**src/rtl/mexp_pkg.sv**
```systemverilog
// ----------------------------------------------------------------------------
// mexp_pkg
// Shared widths, types, state codes and modular add for the modular
// exponentiation block.
// ----------------------------------------------------------------------------
package mexp_pkg;

    localparam int FIELD_W = 64;
    localparam int WIDTH   = 64;
    localparam int CNT_W   = $clog2(WIDTH);

    typedef logic [FIELD_W-1:0] t_field;
    typedef logic [WIDTH-1:0]   t_data;
    // modulus with a top bit: a zero modulus stands for 2^WIDTH
    typedef logic [WIDTH:0]     t_mod;

    typedef struct packed {
        logic  start;
        t_data a;
        t_data b;
    } t_mul_req;

    typedef struct packed {
        logic  done;
        t_data result;
    } t_mul_rsp;

    typedef enum logic [2:0] {
        ST_IDLE,
        ST_RED,
        ST_STEP,
        ST_POW,
        ST_SHIFT,
        ST_SQR,
        ST_FINAL,
        ST_DONE
    } t_state;

    // (x + y) mod n for x, y < n
    function automatic t_data add_mod(t_data x, t_data y, t_mod n);
        t_mod s;
        t_mod d;
        s = {1'b0, x} + {1'b0, y};
        d = s - n;
        return (s >= n) ? d[WIDTH-1:0] : s[WIDTH-1:0];
    endfunction

endpackage

```
**src/rtl/mexp_mulmod.sv**
```systemverilog
// ----------------------------------------------------------------------------
// mexp_mulmod
// Bit-serial modular multiplier: shift-and-add over the bits of b, LSB
// first, one bit per cycle. Requires a < modulus; b may be any value.
// ----------------------------------------------------------------------------
module mexp_mulmod (
    input  logic               i_clk,
    input  logic               i_rst_n,
    input  mexp_pkg::t_mul_req i_req,
    input  mexp_pkg::t_mod     i_mod,
    output mexp_pkg::t_mul_rsp o_rsp
);

    logic                       r_busy, n_busy;
    logic                       r_done, n_done;
    logic [mexp_pkg::CNT_W-1:0] r_cnt, n_cnt;
    mexp_pkg::t_data            r_a, n_a;
    mexp_pkg::t_data            r_b, n_b;
    mexp_pkg::t_data            r_acc, n_acc;

    always_comb begin
        n_busy = r_busy;
        n_done = 1'b0;
        n_cnt  = r_cnt;
        n_a    = r_a;
        n_b    = r_b;
        n_acc  = r_acc;
        if (i_req.start) begin
            n_busy = 1'b1;
            n_cnt  = mexp_pkg::CNT_W'(mexp_pkg::WIDTH - 1);
            n_a    = i_req.a;
            n_b    = i_req.b;
            n_acc  = '0;
        end else if (r_busy) begin
            if (r_b[0]) begin
                n_acc = mexp_pkg::add_mod(r_acc, r_a, i_mod);
            end
            n_a   = mexp_pkg::add_mod(r_a, r_a, i_mod);
            n_b   = r_b >> 1;
            n_cnt = r_cnt - 1'b1;
            if (r_cnt == '0) begin
                n_busy = 1'b0;
                n_done = 1'b1;
            end
        end
    end

    always_ff @(posedge i_clk) begin
        if (!i_rst_n) begin
            r_busy <= 1'b0;
            r_done <= 1'b0;
            r_cnt  <= '0;
        end else begin
            r_busy <= n_busy;
            r_done <= n_done;
            r_cnt  <= n_cnt;
        end
    end

    always_ff @(posedge i_clk) begin
        r_a   <= n_a;
        r_b   <= n_b;
        r_acc <= n_acc;
    end

    assign o_rsp.done   = r_done;
    assign o_rsp.result = r_acc;

endmodule

```
**src/rtl/mexp_ctrl.sv**
```systemverilog
// ----------------------------------------------------------------------------
// mexp_ctrl
// Square-and-multiply sequencer: for a nonzero exponent, reduces the base,
// walks the exponent LSB first issuing products to the serial multiplier,
// applies the starting multiplier and holds the result in the output register.
// ----------------------------------------------------------------------------
module mexp_ctrl (
    input  logic               i_clk,
    input  logic               i_rst_n,
    input  logic               i_valid,
    output logic               o_ready,
    input  mexp_pkg::t_data    i_base,
    input  mexp_pkg::t_data    i_exponent,
    input  mexp_pkg::t_data    i_multiplier,
    output logic               o_valid,
    input  logic               i_ready,
    output mexp_pkg::t_data    o_product,
    input  mexp_pkg::t_data    i_one,
    output mexp_pkg::t_mul_req o_req,
    input  mexp_pkg::t_mul_rsp i_rsp
);

    mexp_pkg::t_state r_state, n_state;
    logic             r_wait, n_wait;
    logic             r_out_valid, n_out_valid;
    mexp_pkg::t_data  r_e, n_e;
    mexp_pkg::t_data  r_pw, n_pw;
    mexp_pkg::t_data  r_sq, n_sq;
    mexp_pkg::t_data  r_z, n_z;
    mexp_pkg::t_data  r_res, n_res;
    mexp_pkg::t_data  r_out, n_out;
    logic             mul_state;
    logic             out_free;

    assign out_free = !r_out_valid || i_ready;

    // next state
    always_comb begin
        n_state = r_state;
        case (r_state)
            mexp_pkg::ST_IDLE: begin
                if (i_valid) begin
                    n_state = (i_exponent == '0) ? mexp_pkg::ST_DONE : mexp_pkg::ST_RED;
                end
            end
            mexp_pkg::ST_RED: begin
                if (i_rsp.done) n_state = mexp_pkg::ST_STEP;
            end
            mexp_pkg::ST_STEP: begin
                n_state = r_e[0] ? mexp_pkg::ST_POW : mexp_pkg::ST_SHIFT;
            end
            mexp_pkg::ST_POW: begin
                if (i_rsp.done) n_state = mexp_pkg::ST_SHIFT;
            end
            mexp_pkg::ST_SHIFT: begin
                n_state = (r_e[mexp_pkg::WIDTH-1:1] != '0) ? mexp_pkg::ST_SQR
                                                            : mexp_pkg::ST_FINAL;
            end
            mexp_pkg::ST_SQR: begin
                if (i_rsp.done) n_state = mexp_pkg::ST_STEP;
            end
            mexp_pkg::ST_FINAL: begin
                if (i_rsp.done) n_state = mexp_pkg::ST_DONE;
            end
            mexp_pkg::ST_DONE: begin
                if (out_free) n_state = mexp_pkg::ST_IDLE;
            end
            default: n_state = mexp_pkg::ST_IDLE;
        endcase
    end

    // outputs and datapath
    always_comb begin
        o_ready     = (r_state == mexp_pkg::ST_IDLE);
        mul_state   = r_state inside {mexp_pkg::ST_RED, mexp_pkg::ST_POW,
                                      mexp_pkg::ST_SQR, mexp_pkg::ST_FINAL};
        o_req.start = mul_state && !r_wait;
        o_req.a     = (r_state == mexp_pkg::ST_SQR) ? r_sq : r_pw;
        o_req.b     = (r_state == mexp_pkg::ST_FINAL) ? r_z : r_sq;

        n_wait      = r_wait;
        if (o_req.start) n_wait = 1'b1;
        if (i_rsp.done)  n_wait = 1'b0;

        n_out_valid = r_out_valid && !i_ready;
        n_out       = r_out;
        n_e         = r_e;
        n_pw        = r_pw;
        n_sq        = r_sq;
        n_z         = r_z;
        n_res       = r_res;
        case (r_state)
            mexp_pkg::ST_IDLE: begin
                if (i_valid) begin
                    n_e   = i_exponent;
                    n_sq  = i_base;
                    n_z   = i_multiplier;
                    n_res = i_multiplier;
                    n_pw  = i_one;
                end
            end
            mexp_pkg::ST_RED: begin
                if (i_rsp.done) n_sq = i_rsp.result;
            end
            mexp_pkg::ST_POW: begin
                if (i_rsp.done) n_pw = i_rsp.result;
            end
            mexp_pkg::ST_SHIFT: begin
                n_e = r_e >> 1;
            end
            mexp_pkg::ST_SQR: begin
                if (i_rsp.done) n_sq = i_rsp.result;
            end
            mexp_pkg::ST_FINAL: begin
                if (i_rsp.done) n_res = i_rsp.result;
            end
            mexp_pkg::ST_DONE: begin
                if (out_free) begin
                    n_out_valid = 1'b1;
                    n_out       = r_res;
                end
            end
            default: begin
            end
        endcase
    end

    always_ff @(posedge i_clk) begin
        if (!i_rst_n) begin
            r_state     <= mexp_pkg::ST_IDLE;
            r_wait      <= 1'b0;
            r_out_valid <= 1'b0;
        end else begin
            r_state     <= n_state;
            r_wait      <= n_wait;
            r_out_valid <= n_out_valid;
        end
    end

    always_ff @(posedge i_clk) begin
        r_e   <= n_e;
        r_pw  <= n_pw;
        r_sq  <= n_sq;
        r_z   <= n_z;
        r_res <= n_res;
        r_out <= n_out;
    end

    assign o_valid   = r_out_valid;
    assign o_product = r_out;

endmodule

```
**src/rtl/modular_exp_multiply.sv**
```systemverilog
// ----------------------------------------------------------------------------
// modular_exp_multiply
// Returns multiplier * base^exponent mod modulus (for a zero exponent, the multiplier as given), one result per input.
// ----------------------------------------------------------------------------
// Input channel i_valid/o_ready carries base, exponent and multiplier; output
// channel o_valid/i_ready carries product. One transfer in gives one transfer
// out, in order. The user must write the modulus via i_cfg_we/i_cfg_modulus only
// while no item is in flight, unchecked by the block; a zero modulus means 2^64.
// Items are processed one at a time by a single bit-serial modular
// multiplier, which takes 64 shift-add steps per product. For a zero
// exponent the item skips the multiplier: the state goes straight to done,
// then the output register is loaded. Otherwise one item uses 1 + L + P
// products (L = exponent bit length, P = exponent ones).
// o_ready is high only while no item is in progress. A finished product sits
// in the output register while the receiver stalls; the next item is
// accepted and computed meanwhile, and waits for that register to empty.
// Synchronous reset drops any item in flight, clears o_valid and sets the
// modulus to 2.
// ----------------------------------------------------------------------------
module modular_exp_multiply (
    input  logic                     i_clk,
    input  logic                     i_rst_n,
    input  logic                     i_valid,
    output logic                     o_ready,
    input  mexp_pkg::t_field         i_base,
    input  mexp_pkg::t_field         i_exponent,
    input  mexp_pkg::t_field         i_multiplier,
    output logic                     o_valid,
    input  logic                     i_ready,
    output mexp_pkg::t_field         o_product,
    input  logic                     i_cfg_we,
    input  mexp_pkg::t_field         i_cfg_modulus
);

    mexp_pkg::t_data    r_modulus;
    mexp_pkg::t_mod     mod_ext;
    mexp_pkg::t_data    one;
    mexp_pkg::t_data    product;
    mexp_pkg::t_mul_req mul_req;
    mexp_pkg::t_mul_rsp mul_rsp;

    always_ff @(posedge i_clk) begin
        if (!i_rst_n) begin
            r_modulus <= mexp_pkg::t_data'(2);
        end else if (i_cfg_we) begin
            r_modulus <= i_cfg_modulus[mexp_pkg::WIDTH-1:0];
        end
    end

    assign mod_ext = {r_modulus == '0, r_modulus};
    // 1 mod n: zero only for a modulus of one
    assign one     = mexp_pkg::t_data'(mod_ext != mexp_pkg::t_mod'(1));

    mexp_ctrl u_ctrl (
        .i_clk        (i_clk),
        .i_rst_n      (i_rst_n),
        .i_valid      (i_valid),
        .o_ready      (o_ready),
        .i_base       (i_base[mexp_pkg::WIDTH-1:0]),
        .i_exponent   (i_exponent[mexp_pkg::WIDTH-1:0]),
        .i_multiplier (i_multiplier[mexp_pkg::WIDTH-1:0]),
        .o_valid      (o_valid),
        .i_ready      (i_ready),
        .o_product    (product),
        .i_one        (one),
        .o_req        (mul_req),
        .i_rsp        (mul_rsp)
    );

    mexp_mulmod u_mulmod (
        .i_clk   (i_clk),
        .i_rst_n (i_rst_n),
        .i_req   (mul_req),
        .i_mod   (mod_ext),
        .o_rsp   (mul_rsp)
    );

    assign o_product = mexp_pkg::t_field'(product);

endmodule

```
**config.mk**
```make
export PLATFORM = sky130hd
export DESIGN_NAME = modular_exp_multiply
export DESIGN_NICKNAME = d
export VERILOG_FILES = /design/src/rtl/mexp_pkg.sv /design/src/rtl/mexp_mulmod.sv /design/src/rtl/mexp_ctrl.sv /design/src/rtl/modular_exp_multiply.sv
export SDC_FILE = /design/constraint.sdc
export NUM_CORES = 2
export LEC_CHECK = 0
export BUFFER_PORTS_ARGS = -buffer_cell sky130_fd_sc_hd__buf_2
export CAP_MARGIN = 10
export CORE_ASPECT_RATIO = 0.75
export CORE_MARGIN = 2
export CORE_UTILIZATION = 41
export CTS_CLUSTER_DIAMETER = 200
export DETAILED_ROUTE_END_ITERATION = 16
export HOLD_SLACK_MARGIN = 0.03
export PLACE_DENSITY = 0.68
export SYNTH_ARGS = -nofsm -noshare
export SYNTH_HDL_FRONTEND = slang
export SYNTH_SLANG_ARGS = --single-unit
```
**constraint.sdc**
```tcl
create_clock -name i_clk -period 9.2 [get_ports i_clk]
set_input_delay 0.92 -clock i_clk [delete_from_list [all_inputs] [get_ports i_clk]]
set_output_delay 0.92 -clock i_clk [all_outputs]
set_load 0.005 [all_outputs]
```
== After elaboration in Yosys (flattened, before gate mapping) ==
Index checks and enable logic that the tools add are counted.
Storage, ports and cells
  output and inout port bits: 66
  logic and storage cells: 100
  flip-flop bits (word level): 653
  input bits: 261
Cells by class
  add/sub/neg operators: 5
  bitwise logic cells: 2
  multiplexer cells: 34
  reductions and logical operators: 28
  magnitude comparators: 2
  equality and inequality tests: 13
Operators by type and width (number)
  64-bit 2-to-1 mux: 13
  64-bit case mux with 2 select lines: 4
  64-bit by 64-bit adder with 65-bit output: 2
  65-bit greater-or-equal comparator: 2
  64-bit zero test: 2
  64-bit subtractor: 2
  65-bit by 1-bit != test with 1-bit output (second input constant): 1
  63-bit nonzero test: 1
  3-bit 2-to-1 mux: 7
  3-bit case mux with 7 select lines: 1
  3-bit == test (second input constant): 4
  6-bit 2-to-1 mux: 2
  2-bit nonzero test: 5
  3-bit AND reduction: 3
  2-bit by 1-bit != test with 1-bit output (second input constant): 4
  2-bit AND reduction: 4
  3-bit by 2-bit == test with 1-bit output (second input constant): 2
  6-bit zero test: 1
  1-bit 2-to-1 mux: 6
  6-bit by 1-bit subtractor with 6-bit output (second input constant): 1
  5-bit AND reduction: 1
  4-bit nonzero test: 1
  2-bit OR reduction: 2
  3-bit by 1-bit == test with 1-bit output (second input constant): 1
  8 further kinds: 12

== Logic depth before layout (Yosys ltp) ==
  word-level depth: 5
  depth in mapped cells: 25
  gate-level depth less buffers: 24

== By module ==
Synthesis repeated with hierarchy kept, for this count alone.
Unflattened totals
  cells, all modules: 3626
  area total of the unflattened synthesis: 39510.4 um^2
By module, submodules not included
  mexp_mulmod: cells an instance 2489, seq. area each 5285.1 um^2, times used 1, area each 20261.9 um^2
  mexp_ctrl: cells an instance 907, seq. area each 11631.2 um^2, times used 1, area each 16703.5 um^2
  modular_exp_multiply: cells an instance 230, seq. area each 1281.2 um^2, times used 1, area each 2544.9 um^2

== Worst setup path before layout ==
OpenSTA, ideal clock, no wires.
  path type: flip-flop to flip-flop
  start point: register u_ctrl.r_state[2]
  end point: register u_ctrl.r_res[0] (enable)
  buffers on the path: 3
  data arrival time: 5.864 ns
  setup slack: 2.761 ns
  clock period less this slack: 6.439 ns
  library setup time: 0.575 ns
  required time: 8.625 ns
  stages on the path, launching flop included: 7
  path through: dfxtp_1 > clkbuf_1 > nand2_1 > or2_1 > clkbuf_1 > clkbuf_1 > o21ai_0
Between the ends
  word-level cells in the longest chain between the ends: 3
  elaborated cells between the ends (all ways): 6
  classes of those cells: eq/ne: 3; reduce/logical: 3
RTL lines
  from (decl): line mexp_ctrl.sv:23  | mexp_pkg::t_state r_state, n_state;
  from (signal assigned): line mexp_ctrl.sv:130  | r_state <= mexp_pkg::ST_IDLE;
  from (signal assigned): line mexp_ctrl.sv:134  | r_state <= n_state;
  3-bit == test / 3-bit zero test (equally long branches): line mexp_ctrl.sv:92  | case (r_state)
  2-bit by 1-bit != test with 1-bit output (no line) (tied with other cells)
  3-bit AND reduction (no line) (*)
  to (signal assigned): line mexp_ctrl.sv:145  | r_res <= n_res;
  to (decl): line mexp_ctrl.sv:30  | mexp_pkg::t_data r_res, n_res;
Mark *: on every way between the ends. The rest lies on a longest branch, timed or not.
A chain may end at the register's enable or synchronous reset.

== Final worst setup path ==
  start point: register u_mulmod.r_a[1]
  end point: register u_mulmod.r_acc[62]
Between the ends
  word-level cells in the longest chain between the ends: 3
  elaborated cells between the ends (all ways): 4
  classes of those cells: add/sub: 2; order compare: 1; mux: 1
RTL lines
  from (decl): line mexp_mulmod.sv:17  | mexp_pkg::t_data r_a, n_a;
  from (signal assigned): line mexp_mulmod.sv:61  | r_a <= n_a;
  64-bit by 64-bit adder with 65-bit output (*): line mexp_pkg.sv:43  | s = {1'b0, x} + {1'b0, y};
  64-bit subtractor / 65-bit greater-or-equal comparator (equally long branches): line mexp_pkg.sv:44, mexp_pkg.sv:45
  64-bit 2-to-1 mux (*): line mexp_pkg.sv:45  | return (s >= n) ? d[WIDTH-1:0] : s[WIDTH-1:0];
  to (signal assigned): line mexp_mulmod.sv:63  | r_acc <= n_acc;
  to (decl): line mexp_mulmod.sv:19  | mexp_pkg::t_data r_acc, n_acc;
Marked as above.

==> results.txt <==
Layout area overhead: 13.13%
First-pass GRT wire length: 190.0 mm
Mapped cell area: 38810 sq um
Clock-pin slew on the worst setup and hold paths: 0.06 ns
Vias in the first global route: 30580
Placed Cells incl. Taps: 5373
Post-route ant nets: 0
Synth Flop Type: edfxtp_1
Placed cell area: 41490 sq um
Post-synth EDFFs: 512
# rows: 97
Port Buffers: 326
RSZ-0062 raised after global routing: no
Via count: 31880
DRT iter0 DRCs: 3283
Syn Area/Cell: 9.713 sq um
Core Area: 93570 sq um
Routed WL: 125.4 mm
Crit share post-route: 79.20%
DIE WIDTH: 359.3 um
Post-CTS sizing: 0
Synthesized flop and latch total: 653
Clk buf depth: 3
CTS Buf Count: 72
Drt wl/cell: 22.76 um
Yosys warns: 0
Critical path type: reg2reg
Fmax: 137.2 MHz
Sequential area share after synthesis: 46.88%
Outcome: complete, no violations
NumNets Final: 4671
Post-CTS setup buffers: 0
Synth Net Count: 4456
CTS tree: done
Final setup margin: 1.914 ns
GRT Overall Usage: 25.24%
Die area: 97170 sq um
Final Hold Viols: 0
Clock root buffer: clkbuf_16
Io pins: 327
GPL Wtd Cong: 1.006
Worst Path Arrival: 7.87 ns
Largest net degree at the start of global routing: 163
Detailed Routing Iterations Pass 1: 6
Clk Latency, worst-skew pair: 0.68 ns
Setup TNS: 0 ns
Req. time, crit path: 9.79 ns
CP Launch Type: flop
Final Non-Filler Cells: 5509
Vias/cell: 5.787
Slew HR: 29.48%
Starting density of the core: 41.48%
Area leader, netlist: edfxtp_1
Synth Instances: 3996
Worst hold path class: reg2reg
HPWL Detailed: 94.05 mm
Critical Path Fanout Max: 22
Crit path time final: 7.286 ns
Number of distinct library cells after synthesis: 86
Die Ht: 270.5 um
Slew Limit Fails: 0
Clk_skew: 0.03372 ns
Post-synth top area share: 39.61%
DRC: 0
Initial antenna violation count: 5
Worst Tran Pin Value: 1.058 ns
Setup violators final: 0
Worst setup EP type: flop
Post-route cell area: 43910 sq um
Max Cap Viol: 0
Hold_buf cts: 0
Num Clock Sinks: 653
Share of flip-flops with an asynchronous set or reset: 0%
Main area contributors after synthesis: edfxtp_1 (40%), dfxtp_1 (7.3%), ha_1 (6.3%)
Post-place setup slack: 2.188 ns
Max H-tree Level: 3
Total gr overflow: 0
Share of cells above drive strength 1: 15.20%
-- per-stage QoR --
stage | hold WS (ns) | util, %
2_1_floorplan | 0.4003 | -
3_3_place_gp | 0.4004 | 44.34
3_5_place_dp | 0.4045 | 44.34
4_1_cts | 0.3839 | 46.92
5_1_grt | 0.3969 | 46.93
6_report | 0.4063 | 46.93
-- flip-flops by register name, indices dropped and copies added (netlist names) --
signal and flops:
u_mulmod.r_cnt 6, u_ctrl.o_product 64, u_ctrl.r_pw 64, u_mulmod.r_done 1
u_ctrl.o_valid 1, u_ctrl.r_state 3, u_ctrl.r_e 64, u_ctrl.r_res 64
r_modulus 64, u_ctrl.r_z 64, u_mulmod.r_busy 1, u_mulmod.r_a 64
u_mulmod.r_acc 64, u_mulmod.r_b 64, u_ctrl.r_wait 1, u_ctrl.r_sq 64
-- critical path, stage by stage, from the launching register on --
cell and delay (ns):
edfxtp_1 0.45, ha_1 0.32, a21o_1 0.11, a21oi_1 0.16
o41ai_4 0.63, a41oi_1 0.27, or2_1 0.34, o41a_1 0.57
o31ai_2 0.60, a21boi_1 0.26, o311a_1 0.45, ha_1 0.39
and2_1 0.17, nand3_1 0.17, nor3_1 0.27, nand3_1 0.11
o31ai_1 0.48, a311o_2 0.78, o211ai_1 0.22, a22o_1 0.28
o21ai_0 0.13
-- layout by cell type, fill, tap and decap left out, drive strengths merged, types with 8 or more instances in the layout --
cell and n:
edfxtp 512, dfxtp 141, a221oi 9, o211ai 18, clkinv 26, o211a 11
nand2b 21, o31ai 14, a21o 111, clkbuf 91, a21boi 22, mux2i 86
nand2 630, and2 83, nor2b 91, o21bai 37, nor2 290, a21oi 272
buf 358, xor2 76, and3 33, a211oi 73, xnor2 100, or2 11
and4 8, mux2 134, a31oi 131, nand3 59, ha 196, inv 124
or3 12, nand4 62, o21a 18, nor3 67, nor4 57, o21ai 165
-- cell usage after synthesis, drive strengths merged (100+ instances only) --
master	n
nand2	630
edfxtp	512
nor2	290
a21oi	272
ha	196
clkbuf	191
o21ai	165
dfxtp	141
mux2	134
a31oi	131
inv	118
a21o	111
xnor2	100
-- layer usage --
| metal | up-vias | track usage, % | routed length (um) |
|---|---|---|---|
| met2 | 1140 | 38.29 | 54470 |
| met3 | 126 | 4.479 | 8699 |
| met1 | 15510 | 37.55 | 59970 |
| met5 | - | 0 | 24 |
| met4 | 4 | 5.185 | 2202 |
| li1 | 15100 | - | - |
-- path summary, 6_finish.rpt --
path / slack, ns / depth (start not counted) / start / end
hold reg to reg: 0.41 / 0 / u_ctrl.r_res[46] / u_ctrl.o_product[46]
hold / removal: 0.41 / 0 / u_ctrl.r_res[46] / u_ctrl.o_product[46]
setup reg to reg: 1.91 / 20 / u_mulmod.r_a[1] / u_mulmod.r_acc[62]
setup / recovery: 1.91 / 20 / u_mulmod.r_a[1] / u_mulmod.r_acc[62]
-- final cells by class --
cell class / count / area, sq um
fill: 8912 / 49660
multi-input combinational: 3008 / 19420
sequential: 653 / 18200
clock buffer: 91 / 1977
timing repair buffer: 358 / 1884
tap: 1237 / 1548
inverter: 118 / 442.9
clock inverter: 42 / 431.7
antenna: 2 / 5.005
-- logic make-up after synthesis --
| kind of cell | share of synthesized area, % |
|---|---|
| flip-flops | 46.88 |
| multiplexers | 6.105 |
| buffers and inverters | 3.327 |
| AO/OA/AOI/OAI | 16.21 |
| adder cells (fa/ha/maj) | 6.473 |
| XOR/XNOR | 3.971 |
| AND/OR/NAND/NOR | 17.03 |
Power is left out: the tool's default activity adds up to more than one toggle a clock period on the data nets, which glitch-free logic cannot reach.
